### src/rtl/mfa256_pkg.sv
// Shared types, operation codes and widths for the 256-bit Montgomery field ALU.
package mfa256_pkg;

    localparam int WORD_W = 64;
    localparam int NUM_WORDS = 4;
    localparam int FIELD_W = WORD_W * NUM_WORDS;
    localparam int ACC_W = FIELD_W * 2 + WORD_W;

    localparam logic [3:0] KIND_ADD = 4'd0;
    localparam logic [3:0] KIND_SUB = 4'd1;
    localparam logic [3:0] KIND_DBL = 4'd2;
    localparam logic [3:0] KIND_TRI = 4'd3;
    localparam logic [3:0] KIND_NEG = 4'd4;
    localparam logic [3:0] KIND_MUL = 4'd5;
    localparam logic [3:0] KIND_SQR = 4'd6;
    localparam logic [3:0] KIND_HALF = 4'd7;
    localparam logic [3:0] KIND_FROM = 4'd8;

    localparam logic [2:0] OP_ADD = 3'd0;
    localparam logic [2:0] OP_SUB = 3'd1;
    localparam logic [2:0] OP_TRI = 3'd2;
    localparam logic [2:0] OP_NEG = 3'd3;
    localparam logic [2:0] OP_MUL = 3'd4;
    localparam logic [2:0] OP_HALF = 3'd5;
    localparam logic [2:0] OP_FROM = 3'd6;
    localparam logic [2:0] OP_ZERO = 3'd7;

    localparam logic [2:0] REG_MOD0 = 3'd0;
    localparam logic [2:0] REG_MOD1 = 3'd1;
    localparam logic [2:0] REG_MOD2 = 3'd2;
    localparam logic [2:0] REG_MOD3 = 3'd3;
    localparam logic [2:0] REG_NINV = 3'd4;

    typedef struct packed {
        logic [2:0]         op;
        logic [FIELD_W-1:0] a;
        logic [FIELD_W-1:0] b;
    } q_entry_t;

    typedef struct packed {
        logic       is_m;
        logic [2:0] off;
    } mul_tag_t;

endpackage

### src/rtl/mfa256_front.sv
// Front end: classifies operation kinds and queues items for the back end.
module mfa256_front
    import mfa256_pkg::*;
(
    input  logic               clk,
    input  logic               rst_n,
    input  logic               start,
    input  logic [3:0]         kind,
    input  logic [FIELD_W-1:0] a,
    input  logic [FIELD_W-1:0] b,
    input  logic               pop,
    output logic               busy,
    output logic               head_valid,
    output q_entry_t           head
);

    q_entry_t   ent_reg [2];
    logic       rd_reg;
    logic       rd_next;
    logic       wr_reg;
    logic       wr_next;
    logic [1:0] cnt_reg;
    logic [1:0] cnt_next;
    logic       push;
    q_entry_t   new_ent;

    always_comb
    begin
        new_ent.a = a;
        new_ent.b = b;
        unique case (kind)
            KIND_ADD:  new_ent.op = OP_ADD;
            KIND_SUB:  new_ent.op = OP_SUB;
            KIND_DBL:
            begin
                new_ent.op = OP_ADD;
                new_ent.b  = a;
            end
            KIND_TRI:  new_ent.op = OP_TRI;
            KIND_NEG:  new_ent.op = OP_NEG;
            KIND_MUL:  new_ent.op = OP_MUL;
            KIND_SQR:
            begin
                new_ent.op = OP_MUL;
                new_ent.b  = a;
            end
            KIND_HALF: new_ent.op = OP_HALF;
            KIND_FROM: new_ent.op = OP_FROM;
            default:   new_ent.op = OP_ZERO;
        endcase
    end

    assign busy       = (cnt_reg == 2'd2);
    assign push       = start && !busy;
    assign head_valid = (cnt_reg != 2'd0);
    assign head       = ent_reg[rd_reg];

    always_comb
    begin
        rd_next  = pop ? ~rd_reg : rd_reg;
        wr_next  = push ? ~wr_reg : wr_reg;
        cnt_next = cnt_reg + {1'b0, push} - {1'b0, pop};
    end

    always_ff @(posedge clk or negedge rst_n)
    begin
        if (!rst_n)
        begin
            rd_reg  <= 1'b0;
            wr_reg  <= 1'b0;
            cnt_reg <= 2'd0;
        end
        else
        begin
            rd_reg  <= rd_next;
            wr_reg  <= wr_next;
            cnt_reg <= cnt_next;
        end
    end

    always_ff @(posedge clk)
    begin
        if (push)
        begin
            ent_reg[wr_reg] <= new_ent;
        end
    end

endmodule

### config.mk
export PLATFORM = sky130hd
export DESIGN_NAME = mfa256_front
export DESIGN_NICKNAME = d
export VERILOG_FILES = /design/src/rtl/mfa256_pkg.sv /design/src/rtl/mfa256_front.sv
export SDC_FILE = /design/constraint.sdc
export NUM_CORES = 1
export LEC_CHECK = 0
export BUFFER_PORTS_ARGS = -buffer_cell sky130_fd_sc_hd__buf_2
export CORE_AREA = 2 2 409 411
export CTS_CLUSTER_DIAMETER = 80
export DETAILED_ROUTE_END_ITERATION = 7
export DIE_AREA = 0 0 411 413
export PLACE_DENSITY = 0.55
export SLEW_MARGIN = 5
export SYNTH_ARGS = -nofsm -noshare
export SYNTH_HDL_FRONTEND = slang
export SYNTH_SLANG_ARGS = --single-unit
### constraint.sdc
create_clock -name clk -period 30.8 [get_ports clk]
set_input_delay 0 -clock clk [delete_from_list [all_inputs] [get_ports clk]]
set_output_delay 0 -clock clk [all_outputs]
set_load 0.02 [all_outputs]
==> out/metrics.yaml <==
placed_design:
  finalWeightedCongestion: 0.8315
  dp_hpwl_um: 86080
  port_buffers: 1036
synthesis:
  netlist_area_um2: 40440
  netlist.area_leader.share_pct: 76.49
  synthCells: 1915
  ys.flop_type: "edfxtp_1"
  postSynthAreaPerCell_um2: 21.11
  synth_area_leaders: "edfxtp_1, mux2_2, buf_2"
  ys_ff_latch: 1034
  synth-edff-count: 1030
  synthTopCellsByCount: "edfxtp_1, mux2_2, buf_2, buf_6, buf_4"
  yosysTopAreaCell: "edfxtp_1"
  ys.warnings.count: 0
  async_reset_ff_share_pct: 0.3868
  synth_cell_types: 21
  synth.most_common_cell: "edfxtp_1"
  syn_nets: 2437
  ys_seq_area_share_pct: 76.74
timing:
  drv_slew: 0
  timing.fmax_mhz: 184.5
  tns_ps: 0
  worstMarginPinSlew_ps: 1341
  rsz0062_at_grt: "no"
  finalCritPeriodShare_pct: 17.60
  min_period_ps: 5419
  clock_skew_ps: 20.24
  slew_headroom_pct: 10.59
  setup_viol: 0
  finalHoldViolCount: 0
  hold-worst-slack_ps: 81.34
floorplanning:
  fp.dieArea_um2: 169700
  core-area_um2: 165900
  die_w_um: 411
  start_util_pct: 24.37
  die_y_um: 413
  pin_count: 1037
  rows: 150
worst_hold_path:
  hp-class: "input pin to register"
  min_from: "a[171]"
  whs_path_depth: 2
  timing.hold.worst_endpoint: "ent_reg[1][427]$_DFFE_PP_"
critical_path:
  crit_top_cell: "buf_4"
  cpPeakStageDelay_ps: 850
  cp_top_family: "buffers and inverters"
  crit_path_cell_trace: "buf_4 -> buf_4 -> buf_4 -> buf_4 -> mux2_2 -> buf_2"
  r2r_cells: 6
  reg2reg_from: "cnt_reg[1]$_DFF_PN0_"
  critPathMaxFanout: 66
  rrSetupSlack_ps: 26210
  cpMaxStageDelayCell: "dfrtp_4"
  critPathCaptureType: "primary output"
  path_class: "register to primary output"
  startpoint_type: "register"
  required_ps: 30800
  path_buf_inv: 5
  r2r_end: "ent_reg[1][353]$_DFFE_PP_"
  cp.arrival_ps: 5420
power_and_ir_drop:
  seq_power_share_pct: 39.4
  ir_drop_mv: 0.05912
  power.switching_uw: 1738
  power.internal_uw: 3363
  p_leak_uw: 0.02164
  powerDensity_nw_per_um2: 86.51
  swShare_pct: 34.07
  pwr-share-clk_pct: 26.3
  combPwrFrac_pct: 34.2
finish:
  layout-drive-gt1-share_pct: 52.34
  final_util_pct: 35.53
  fillers: 15780
  syn_to_final_growth_pct: 45.80
  largest_reg_flops: 1030
  final_nets: 4250
run:
  drv_cap: 0
route:
  routed.top_layer: "met5"
  met3_length_um: 8859
  wl_per_cell_um: 20.84
  num_vias: 25040
  dr.pass1.iters: 5
  viasPerCell: 4.151
  drc_errors: 0
  wl_met1_um: 47710
  final_antenna_net_count: 0
  routed_wl_um: 125700
  drt_iter0_markers: 1481
  dr_wl_met2_um: 64090
clock_network:
  cts_tree: "done"
  cts_buffers: 112
  root_buffer: "clkbuf_16"
  cts_sinks: 1034
  clockBufferDepth: 3
  htree_levels: 3
  clkLatencyLatePin_ps: 720
  cts.reportedPaths.clkPinSlew_ps: 60
grt:
  overflow: 0
  grt_max_degree: 136
  grt_pass1_wl_um: 174500
  grt.total_usage_pct: 13.95
  grt_pass1_vias: 26210
  grt_antenna_before_repair: 21
status:
  status: "finished, final reports clean"
-- metrics by stage --
stage                     power, uW  cell area, um^2  cells  worst slack (ps)
after floorplan                3345            40440   1915              7509
after global placement         3725            48080   5099             26170
after detailed placement       3731            48080   5099             26080
after CTS                      5166            58930   6023             25280
after global routing           5309            58940   6026             25080
final                          5100            58950   6031             25380
-- placed cells by master, fill, tap and decap left out, types with 2 or more instances in the layout --
cell,instances
xnor2_1,4
dlygate4sd3_1,719
mux2_2,771
diode_2,8
clkbuf_1,20
inv_16,3
dfrtp_1,3
nand2_1,5
clkinvlp_4,5
inv_1,3
clkinv_1,27
edfxtp_1,1030
clkinv_4,4
clkinv_2,19
ha_1,2
buf_2,1036
clkbuf_16,112
buf_4,27
bufinv_16,14
buf_12,2
-- logic make-up after synthesis --
logic type / synth area share [%]
buffers and inverters: 1.420
AND/OR/NAND/NOR: 0.1547
multiplexers: 21.47
adder cells (fa/ha/maj): 0.06188
XOR/XNOR: 0.1083
flip-flops: 76.74
AO/OA/AOI/OAI: 0.04330
-- layer usage --
layer	track usage (%)	vias to the layer above
li1	-	11300
met4	5.987	8
met5	0	-
met1	15.79	12520
met2	24.46	946
met3	3.974	261
-- power by group through the flow --
stage	registers, uW	clock network [uW]	logic (uW)
floorplan	2260	0	1080
global placement	2040	0	1690
detailed placement	2040	0	1690
CTS	2010	1380	1770
global route	2040	1430	1840
finish	2010	1340	1750
-- timing repair --
item | 4_1_cts | 5_1_grt
hold endpoints to repair | 1093 | 0
gates resized for setup | 0 | 0
hold buffers | 719 | 0
setup buffers | 0 | 0
-- cell type report --
cell class	count	area (um^2)	share of cell area, %
diodes	8	20.02	0.03396
clock buffers	132	2878	4.881
clock inverters	73	779.5	1.322
inverters	3	11.26	0.01910
multi-input cells	793	8850	15.01
flip-flops and latches	1034	31030	52.64
well taps	2204	2758	4.678
repair buffers	1784	12620	21.41
-- worst reg2reg max path: cells and delay by family, from the launching register on --
| family | cells | cell delay [ps] |
|---|---|---|
| buffers and inverters | 4 | 2970 |
| DFF | 1 | 390 |
| and+or+nand+nor | 2 | 820 |
-- how the worst max path moves through the flow --
stage                     cells after the start  slack (ps)            startpoint                   endpoint
after global routing                          6       25080    rd_reg$_DFFE_PN0P_                   head[97]
after floorplan                               3        7510  cnt_reg[1]$_DFF_PN0_    ent_reg[0][0]$_DFFE_PP_
after global placement                        6       26170  cnt_reg[1]$_DFF_PN0_  ent_reg[1][276]$_DFFE_PP_
after CTS                                     6       25280    rd_reg$_DFFE_PN0P_                   head[96]
after detailed placement                      6       26080  cnt_reg[1]$_DFF_PN0_   ent_reg[1][20]$_DFFE_PP_
final                                         6       25380    rd_reg$_DFFE_PN0P_                   head[96]
Power figures use the tool's default switching activity.
